--- src/hw/rtl/jpdt_pkg.sv ---
// Shared types and constants for the joint PD torque block.
`timescale 1ns / 1ps
`default_nettype none
package jpdt_pkg;

  // Angle wrap constants, Q4.12
  localparam int PI_Q12     = 12868;
  localparam int TWO_PI_Q12 = 25736;

  // Hold gains, Q8.8 (40.0 and 2.0)
  localparam logic [15:0] HOLD_KP = 16'd10240;
  localparam logic [15:0] HOLD_KD = 16'd512;

  // Joint kind codes
  localparam logic [1:0] KIND_ABAD = 2'd0;
  localparam logic [1:0] KIND_HIP  = 2'd1;
  localparam logic [1:0] KIND_KNEE = 2'd2;

  // Configuration register indexes
  localparam logic [1:0] REG_LIMIT_ABAD = 2'd0;
  localparam logic [1:0] REG_LIMIT_HIP  = 2'd1;
  localparam logic [1:0] REG_LIMIT_KNEE = 2'd2;

  localparam logic [14:0] LIMIT_RESET = 15'h7FFF;

  // Sit posture angle per joint kind, Q4.12; the unused fourth kind sits as a knee
  localparam logic signed [15:0] SIT_ANGLE [4] = '{
    16'sd0, 16'sd5571, -16'sd10854, -16'sd10854
  };

  // Input item as registered at the slave side
  typedef struct packed {
    logic [1:0]         kind;
    logic               cmd_valid;
    logic signed [15:0] meas_ang;
    logic signed [15:0] meas_rate;
    logic signed [15:0] tgt_ang;
    logic signed [15:0] tgt_rate;
    logic [15:0]        kp;
    logic [15:0]        kd;
    logic signed [15:0] ff;
  } in_t;

  // Errors and selected gains
  typedef struct packed {
    logic [1:0]         kind;
    logic signed [14:0] ang_err;
    logic signed [16:0] rate_err;
    logic [15:0]        kp;
    logic [15:0]        kd;
    logic signed [15:0] ff;
  } err_t;

  // Partial torque products
  typedef struct packed {
    logic [1:0]         kind;
    logic signed [31:0] p_term;
    logic signed [33:0] d_term;
    logic signed [15:0] ff;
  } prod_t;

  // Result item
  typedef struct packed {
    logic signed [15:0] torque;
    logic               limited;
  } res_t;

endpackage
`default_nettype wire

--- src/hw/rtl/joint_pd_torque_with_hold.sv ---
// Top level of the joint PD torque block: item pipeline and limit registers.
// Usage:
//   Slave channel s_*: one joint sample per item. s_tuser carries the joint kind
//   and the command-valid flag; s_tdata carries angles, rates, gains and
//   feedforward. Without a valid command the joint holds its sit posture.
//   Master channel m_*: one clamped torque per item, with the clamp flag in m_tuser.
//   Configuration: cfg_we writes cfg_data into limit register cfg_index
//   (0 abduction, 1 hip, 2 knee); index 3 is ignored. Write only while idle.
// Timing:
//   Four register stages (input, error, product, result); the result of an
//   item shows on m_tvalid once it has passed all four. One item per cycle is
//   accepted and delivered while m_tready is high; the two multipliers in the
//   product stage set the cycle time.
// Reset: rst empties the pipeline and sets all limits to full scale (32767).
// Stall: when m_tready is low the result holds; earlier stages keep filling
//   any empty slot, so s_tready drops only once every stage is occupied.
`timescale 1ns / 1ps
`default_nettype none
module joint_pd_torque_with_hold (
  input  logic         clk,
  input  logic         rst,
  input  logic         s_tvalid,
  output logic         s_tready,
  // [15:0] measured_angle, [31:16] measured_rate, [47:32] target_angle,
  // [63:48] target_rate, [79:64] gain_p, [95:80] gain_d, [111:96] feedforward
  input  logic [111:0] s_tdata,
  // [1:0] motor_kind, [2] command_valid
  input  logic [2:0]   s_tuser,
  output logic         m_tvalid,
  input  logic         m_tready,
  // [15:0] drive_torque
  output logic [15:0]  m_tdata,
  // [0] was_limited
  output logic         m_tuser,
  input  logic         cfg_we,
  input  logic [1:0]   cfg_index,
  input  logic [14:0]  cfg_data
);
  import jpdt_pkg::*;

  logic [14:0] limit_abad;
  logic [14:0] limit_hip;
  logic [14:0] limit_knee;
  logic [14:0] limit_sel;

  in_t   in_reg;
  err_t  err_reg;
  prod_t prod_reg;
  res_t  res_reg;
  err_t  err_next;
  prod_t prod_next;
  res_t  res_next;

  logic v_in, v_err, v_prod, v_res;
  logic en_in, en_err, en_prod, en_res;

  // Limit registers
  always_ff @(posedge clk) begin
    if (rst) begin
      limit_abad <= LIMIT_RESET;
      limit_hip  <= LIMIT_RESET;
      limit_knee <= LIMIT_RESET;
    end else if (cfg_we) begin
      unique case (cfg_index)
        REG_LIMIT_ABAD: limit_abad <= cfg_data;
        REG_LIMIT_HIP:  limit_hip  <= cfg_data;
        REG_LIMIT_KNEE: limit_knee <= cfg_data;
        default: ;
      endcase
    end
  end

  // Stage enables: a stage loads when it is empty or its contents move on
  assign en_res  = !v_res  || m_tready;
  assign en_prod = !v_prod || en_res;
  assign en_err  = !v_err  || en_prod;
  assign en_in   = !v_in   || en_err;
  assign s_tready = en_in;

  // Valid bits
  always_ff @(posedge clk) begin
    if (rst) begin
      v_in   <= 1'b0;
      v_err  <= 1'b0;
      v_prod <= 1'b0;
      v_res  <= 1'b0;
    end else begin
      if (en_in)   v_in   <= s_tvalid;
      if (en_err)  v_err  <= v_in;
      if (en_prod) v_prod <= v_err;
      if (en_res)  v_res  <= v_prod;
    end
  end

  // Capture the input item
  always_ff @(posedge clk) begin
    if (en_in) begin
      in_reg.kind      <= s_tuser[1:0];
      in_reg.cmd_valid <= s_tuser[2];
      in_reg.meas_ang  <= s_tdata[15:0];
      in_reg.meas_rate <= s_tdata[31:16];
      in_reg.tgt_ang   <= s_tdata[47:32];
      in_reg.tgt_rate  <= s_tdata[63:48];
      in_reg.kp        <= s_tdata[79:64];
      in_reg.kd        <= s_tdata[95:80];
      in_reg.ff        <= s_tdata[111:96];
    end
  end

  jpdt_err u_err (
    .item (in_reg),
    .err  (err_next)
  );

  always_ff @(posedge clk) begin
    if (en_err) err_reg <= err_next;
  end

  jpdt_mul u_mul (
    .err  (err_reg),
    .prod (prod_next)
  );

  always_ff @(posedge clk) begin
    if (en_prod) prod_reg <= prod_next;
  end

  // Limit for the joint kind; the fourth kind uses the knee limit
  always_comb begin
    case (prod_reg.kind)
      KIND_ABAD: limit_sel = limit_abad;
      KIND_HIP:  limit_sel = limit_hip;
      default:   limit_sel = limit_knee;
    endcase
  end

  jpdt_clamp u_clamp (
    .prod  (prod_reg),
    .limit (limit_sel),
    .res   (res_next)
  );

  always_ff @(posedge clk) begin
    if (en_res) res_reg <= res_next;
  end

  assign m_tvalid = v_res;
  assign m_tdata  = res_reg.torque;
  assign m_tuser  = res_reg.limited;

endmodule
`default_nettype wire

--- src/hw/rtl/jpdt_err.sv ---
// Command or hold selection, wrapped angle error and rate error.
`timescale 1ns / 1ps
`default_nettype none
module jpdt_err (
  input  jpdt_pkg::in_t  item,
  output jpdt_pkg::err_t err
);
  import jpdt_pkg::*;

  logic signed [15:0] tgt_ang;
  logic signed [15:0] tgt_rate;
  logic [15:0]        kp_sel;
  logic [15:0]        kd_sel;
  logic signed [15:0] ff_sel;
  logic signed [16:0] diff;
  logic signed [18:0] shifted;
  logic signed [18:0] wrapped;

  // Pick the command or the sit posture
  always_comb begin
    if (item.cmd_valid) begin
      tgt_ang  = item.tgt_ang;
      tgt_rate = item.tgt_rate;
      kp_sel   = item.kp;
      kd_sel   = item.kd;
      ff_sel   = item.ff;
    end else begin
      tgt_ang  = SIT_ANGLE[item.kind];
      tgt_rate = '0;
      kp_sel   = HOLD_KP;
      kd_sel   = HOLD_KD;
      ff_sel   = '0;
    end
  end

  assign diff    = 17'(tgt_ang) - 17'(item.meas_ang);
  assign shifted = 19'(diff) + 19'(PI_Q12);

  // Reduce modulo two pi: at most three turns either way, try each in parallel
  always_comb begin
    logic signed [18:0] cand;
    wrapped = '0;
    for (int k = 0; k < 7; k++) begin
      cand = shifted + 19'((k - 3) * TWO_PI_Q12);
      if (cand >= 19'sd0 && cand < 19'(TWO_PI_Q12)) begin
        wrapped = cand;
      end
    end
  end

  // Pack the errors and the selected gains
  always_comb begin
    err.kind     = item.kind;
    err.ang_err  = 15'(wrapped - 19'(PI_Q12));
    err.rate_err = 17'(tgt_rate) - 17'(item.meas_rate);
    err.kp       = kp_sel;
    err.kd       = kd_sel;
    err.ff       = ff_sel;
  end

endmodule
`default_nettype wire

--- src/hw/rtl/jpdt_mul.sv ---
// Proportional and derivative products.
`timescale 1ns / 1ps
`default_nettype none
module jpdt_mul (
  input  jpdt_pkg::err_t  err,
  output jpdt_pkg::prod_t prod
);
  import jpdt_pkg::*;

  // Gains are unsigned; widen with a zero sign bit
  assign prod.p_term = 32'($signed({1'b0, err.kp})) * 32'(err.ang_err);
  assign prod.d_term = 34'($signed({1'b0, err.kd})) * 34'(err.rate_err);
  assign prod.kind   = err.kind;
  assign prod.ff     = err.ff;

endmodule
`default_nettype wire

--- src/hw/rtl/jpdt_clamp.sv ---
// Torque sum, rounding to Q8.8 and symmetric clamp.
`timescale 1ns / 1ps
`default_nettype none
module jpdt_clamp (
  input  jpdt_pkg::prod_t prod,
  input  logic [14:0]     limit,
  output jpdt_pkg::res_t  res
);
  import jpdt_pkg::*;

  logic signed [37:0] sum;
  logic signed [25:0] raw;
  logic signed [25:0] pos_lim;
  logic signed [25:0] neg_lim;

  // Sum with 20 fraction bits, add one half and floor to 8 fraction bits
  assign sum = 38'(prod.p_term) + (38'(prod.d_term) <<< 4) + (38'(prod.ff) <<< 12)
             + 38'sd2048;
  assign raw = sum[37:12];

  assign pos_lim = $signed({11'd0, limit});
  assign neg_lim = -pos_lim;

  // Clamp to +-limit and flag it
  always_comb begin
    if (raw > pos_lim) begin
      res.torque  = 16'(pos_lim);
      res.limited = 1'b1;
    end else if (raw < neg_lim) begin
      res.torque  = 16'(neg_lim);
      res.limited = 1'b1;
    end else begin
      res.torque  = 16'(raw);
      res.limited = 1'b0;
    end
  end

endmodule
`default_nettype wire
--- config.mk ---
export PLATFORM = sky130hd
export DESIGN_NAME = joint_pd_torque_with_hold
export DESIGN_NICKNAME = d
export VERILOG_FILES = /design/src/hw/rtl/jpdt_pkg.sv /design/src/hw/rtl/joint_pd_torque_with_hold.sv /design/src/hw/rtl/jpdt_err.sv /design/src/hw/rtl/jpdt_mul.sv /design/src/hw/rtl/jpdt_clamp.sv
export SDC_FILE = /design/constraint.sdc
export NUM_CORES = 2
export LEC_CHECK = 0
export ABC_AREA = 1
export BUFFER_PORTS_ARGS = -buffer_cell sky130_fd_sc_hd__buf_2
export CAP_MARGIN = 10
export CELL_PAD_IN_SITES_DETAIL_PLACEMENT = 0
export CELL_PAD_IN_SITES_GLOBAL_PLACEMENT = 1
export CORE_MARGIN = 2
export CORE_UTILIZATION = 49
export CTS_CLUSTER_SIZE = 20
export DETAILED_ROUTE_END_ITERATION = 10
export HOLD_SLACK_MARGIN = 0.05
export PLACE_DENSITY = 0.87
export SLEW_MARGIN = 20
export SYNTH_ARGS = -nofsm -noshare
export SYNTH_HDL_FRONTEND = slang
export SYNTH_SLANG_ARGS = --single-unit
--- constraint.sdc ---
create_clock -name clk -period 7.9 [get_ports clk]
set_input_delay 0.395 -clock clk [delete_from_list [all_inputs] [get_ports clk]]
set_output_delay 0.395 -clock clk [all_outputs]
set_load 0.02 [all_outputs]
==> summary.txt <==
Logic synthesis
  • Post-synth top area cell: sky130_fd_sc_hd__edfxtp_1
  • Leading post-synthesis cells by cell area: sky130_fd_sc_hd__edfxtp_1, sky130_fd_sc_hd__fa_1, sky130_fd_sc_hd__ha_1, sky130_fd_sc_hd__nand2_1, sky130_fd_sc_hd__inv_1
  • Number of distinct library cell variants in the gate-level netlist after synthesis: 57
  • Count of synthesis-stage warnings from yosys: 0
  • Synth Instances: 4530
  • Post-synth net total: 5462
  • Mean instance size in the synthesized netlist: 8.39 sq um
  • Most instantiated cells after synthesis: sky130_fd_sc_hd__nand2_1, sky130_fd_sc_hd__inv_1, sky130_fd_sc_hd__fa_1
  • Cell with the most instances after synthesis: sky130_fd_sc_hd__nand2_1
  • Ys async rst share: 0%
  • Post-Synthesis Cell Area: 38000 sq um
  • Area share of the largest cell type after synthesis: 23.2%
  • Main flop type after synthesis: sky130_fd_sc_hd__edfxtp_1
  • Number of enable-type register cells in the synthesized netlist: 294
  • Number of synthesized register bits: 343
  • Seq/Total Area, Yosys: 25.8%

Setup path
  • Worst setup EP type: flop
  • Nature of the critical path startpoint: flop
  • Worst endpoint required time: 8.22 ns
  • Reg2reg path depth: 24
  • Launching instance or port of the critical path: err_reg[79]
  • Capture point of the worst reg-to-reg path: prod_reg[80]
  • Setup slack of the worst register-to-register path: 0.60 ns
  • FF-to-FF Start: err_reg[79]
  • Crit Path Max Fanout: 17
  • Endpoint arrival time on the critical path: 7.61 ns
  • Critical path type: flop to flop

Placed design
  • DP Wirelength: 73.5 mm
  • Number of buffers inserted by port buffering: 155
  • Weighted congestion at the end of routability-driven global placement: 0.916
  • Standard cell area after detailed placement: 39700 sq um

Die
  • Boundary pin count: 156
  • DIE AREA: 79900 sq um
  • Row Count: 102
  • Area of the core: 77100 sq um
  • Die Width: 283 microns
  • Die outline height: 283 microns
  • Starting utilization of the core area: 49.3%

Timing
  • Total count of hold-check failures in the final report: 0
  • Setup-failing EPs final: 0
  • Smallest hold slack: 0.0776 ns
  • Post-route minimum period: 7.30 ns
  • Max Slew Vio Count: 0
  • Clock Skew: 0.0180 ns
  • Setup repair after global routing missed its margin: no
  • Slew @ Worst Pin: 1.09 ns
  • Final cycle utilization of the critical path: 92.4%
  • Max Fclk: 0.137 GHz
  • Max-slew headroom at the worst pin: 27.6%
  • Setup TNS: 0 ns

CTS
  • TritonCTS clock tree: built
  • CTS Buf Count: 41
  • Clock net sink count: 343
  • Clock slew at reported path FFs: 0.06 ns
  • Clock latency on the worst-skew pair: 0.57 ns
  • Worst-case clock buffer depth: 3
  • H-tree lvl count: 2
  • Master cell of the clock root buffer: sky130_fd_sc_hd__clkbuf_16

Cells and area
  • Growth of design area from synthesis to finish: 11.6%
  • Largest register FFs: 115
  • Count of fill cells added during filler insertion: 7122
  • Net total in the final layout: 5672
  • Area of the multi-input gates: 23800 sq um
  • Cell area after layout: 42400 sq um
  • Sequential cell area: 9810 sq um
  • Share of post-route cells with drive strength above 1: 9.09%

Global routing
  • Global-route usage over all layers: 24.5%
  • Antenna violations before repair: 6
  • Grt total ovfl: 0
  • Largest net degree at the start of global routing: 82
  • Number of global-route vias before repair: 29900
  • First-pass GRT wire length: 155 mm

Worst hold path
  • Hold Crit Depth: 3
  • Class of the tightest hold or removal check: primary input to flop
  • Capture endpoint of the worst hold path: v_in
  • Startpoint of the worst hold path: s_tvalid

Drt
  • Remaining routing DRC violations: 0
  • Number of vias after detailed routing: 29500
  • DR WL/cell: 16.4 microns
  • Number of DRC violations after detailed-routing iteration 0: 1923
  • Wire length after detailed routing: 95.2 mm
  • DRT Pass-1 Iters: 6
  • Number of routed nets with antenna violations: 0
  • Mean number of vias per cell: 5.07

Run
  • Max-cap viol count: 0

Status
  • Status: finished, final reports clean
## worst max path at each step
stage | endpoint | slack (ns) | cells past startpoint
after floorplan | prod_reg[80] | 1.18 | 27
after detailed placement | prod_reg[80] | 0.48 | 27
final | prod_reg[80] | 0.60 | 24
after CTS | prod_reg[80] | 0.44 | 27
after global placement | prod_reg[80] | 0.59 | 27
after global routing | prod_reg[80] | 0.03 | 27
## area by class of cell
| type | count | area share, % |
|---|---|---|
| diodes | 3 | 0.0177 |
| clock buffers | 46 | 2.49 |
| clock inverters | 29 | 0.805 |
| inverters | 978 | 8.66 |
| multi-input cells | 3046 | 56.1 |
| flip-flops and latches | 343 | 23.1 |
| well taps | 1040 | 3.07 |
| repair buffers | 330 | 5.74 |
## cells in the final DEF, fill, tap and decap left out, types with 9 or more instances in the layout
cell type	count
sky130_fd_sc_hd__clkinv_2	9
sky130_fd_sc_hd__inv_2	19
sky130_fd_sc_hd__xnor2_1	43
sky130_fd_sc_hd__buf_4	45
sky130_fd_sc_hd__o21bai_1	16
sky130_fd_sc_hd__nand4_1	40
sky130_fd_sc_hd__xor2_1	82
sky130_fd_sc_hd__nor2_2	17
sky130_fd_sc_hd__dfxtp_1	49
sky130_fd_sc_hd__dlygate4sd3_1	128
sky130_fd_sc_hd__nand3_1	192
sky130_fd_sc_hd__edfxtp_1	294
sky130_fd_sc_hd__nand2_2	51
sky130_fd_sc_hd__a21oi_1	166
sky130_fd_sc_hd__inv_1	954
sky130_fd_sc_hd__nand3_2	9
sky130_fd_sc_hd__o211ai_1	17
sky130_fd_sc_hd__o21a_1	11
sky130_fd_sc_hd__clkbuf_16	41
sky130_fd_sc_hd__nor3_1	21
sky130_fd_sc_hd__or2_2	30
sky130_fd_sc_hd__ha_1	378
sky130_fd_sc_hd__nor2_1	166
sky130_fd_sc_hd__o21ai_1	18
sky130_fd_sc_hd__buf_2	155
sky130_fd_sc_hd__o21ai_0	104
sky130_fd_sc_hd__nand2_1	1182
sky130_fd_sc_hd__fa_1	417
## through the flow
stage                     instances  setup slack (ns)  utilization, %
final                          5815             0.604            55.0
after global routing           5814            0.0311            55.0
after CTS                      5804             0.443            54.9
after detailed placement       5601             0.477            51.4
after global placement         5601             0.595            51.4
after floorplan                4530              1.18               -
## per-layer routing
| metal | global-route usage (%) | part of all wire, % |
|---|---|---|
| met2 | 41.8 | 48 |
| met5 | 0 | 0.040 |
| met3 | 3.39 | 5.7 |
| met1 | 33.0 | 44 |
| met4 | 6.21 | 2.4 |
## critical path, cell delays in order, from the launching register on
cell and delay (ns):
sky130_fd_sc_hd__edfxtp_1 0.35, sky130_fd_sc_hd__inv_1 0.26, sky130_fd_sc_hd__or2_2 0.39, sky130_fd_sc_hd__fa_1 0.54, sky130_fd_sc_hd__inv_1 0.06, sky130_fd_sc_hd__fa_1 0.51
sky130_fd_sc_hd__fa_1 0.59, sky130_fd_sc_hd__inv_1 0.07, sky130_fd_sc_hd__fa_1 0.53, sky130_fd_sc_hd__inv_1 0.05, sky130_fd_sc_hd__fa_1 0.50, sky130_fd_sc_hd__fa_1 0.49
sky130_fd_sc_hd__ha_1 0.37, sky130_fd_sc_hd__nand2_1 0.06, sky130_fd_sc_hd__o21ai_0 0.35, sky130_fd_sc_hd__a21boi_0 0.25, sky130_fd_sc_hd__o21ai_0 0.31, sky130_fd_sc_hd__a21boi_0 0.19
sky130_fd_sc_hd__o21ai_0 0.29, sky130_fd_sc_hd__a21boi_0 0.20, sky130_fd_sc_hd__o21ai_0 0.29, sky130_fd_sc_hd__a21oi_1 0.12, sky130_fd_sc_hd__nor2_1 0.10, sky130_fd_sc_hd__nor2_1 0.05
sky130_fd_sc_hd__xor2_1 0.13
## cell families after synthesis
kind of cell               share of synthesized area [%]
DFF                                                 25.8
buffers and inverters                               11.7
xor gates and xnor gates                            2.90
and+or+nand+nor                                     19.3
AOI/OAI and AO/OA                                   5.90
adders and majority gates                           34.4
## repair_timing
item	4_1_cts	5_1_grt
resized for setup	0	0
setup endpoints to repair	0	1
buffers inserted	0	8
hold buffers	128	0
hold endpoints to repair	136	0
Power is not shown: default switching activity piles up to over one toggle a cycle in this logic, so the estimate is an artifact.
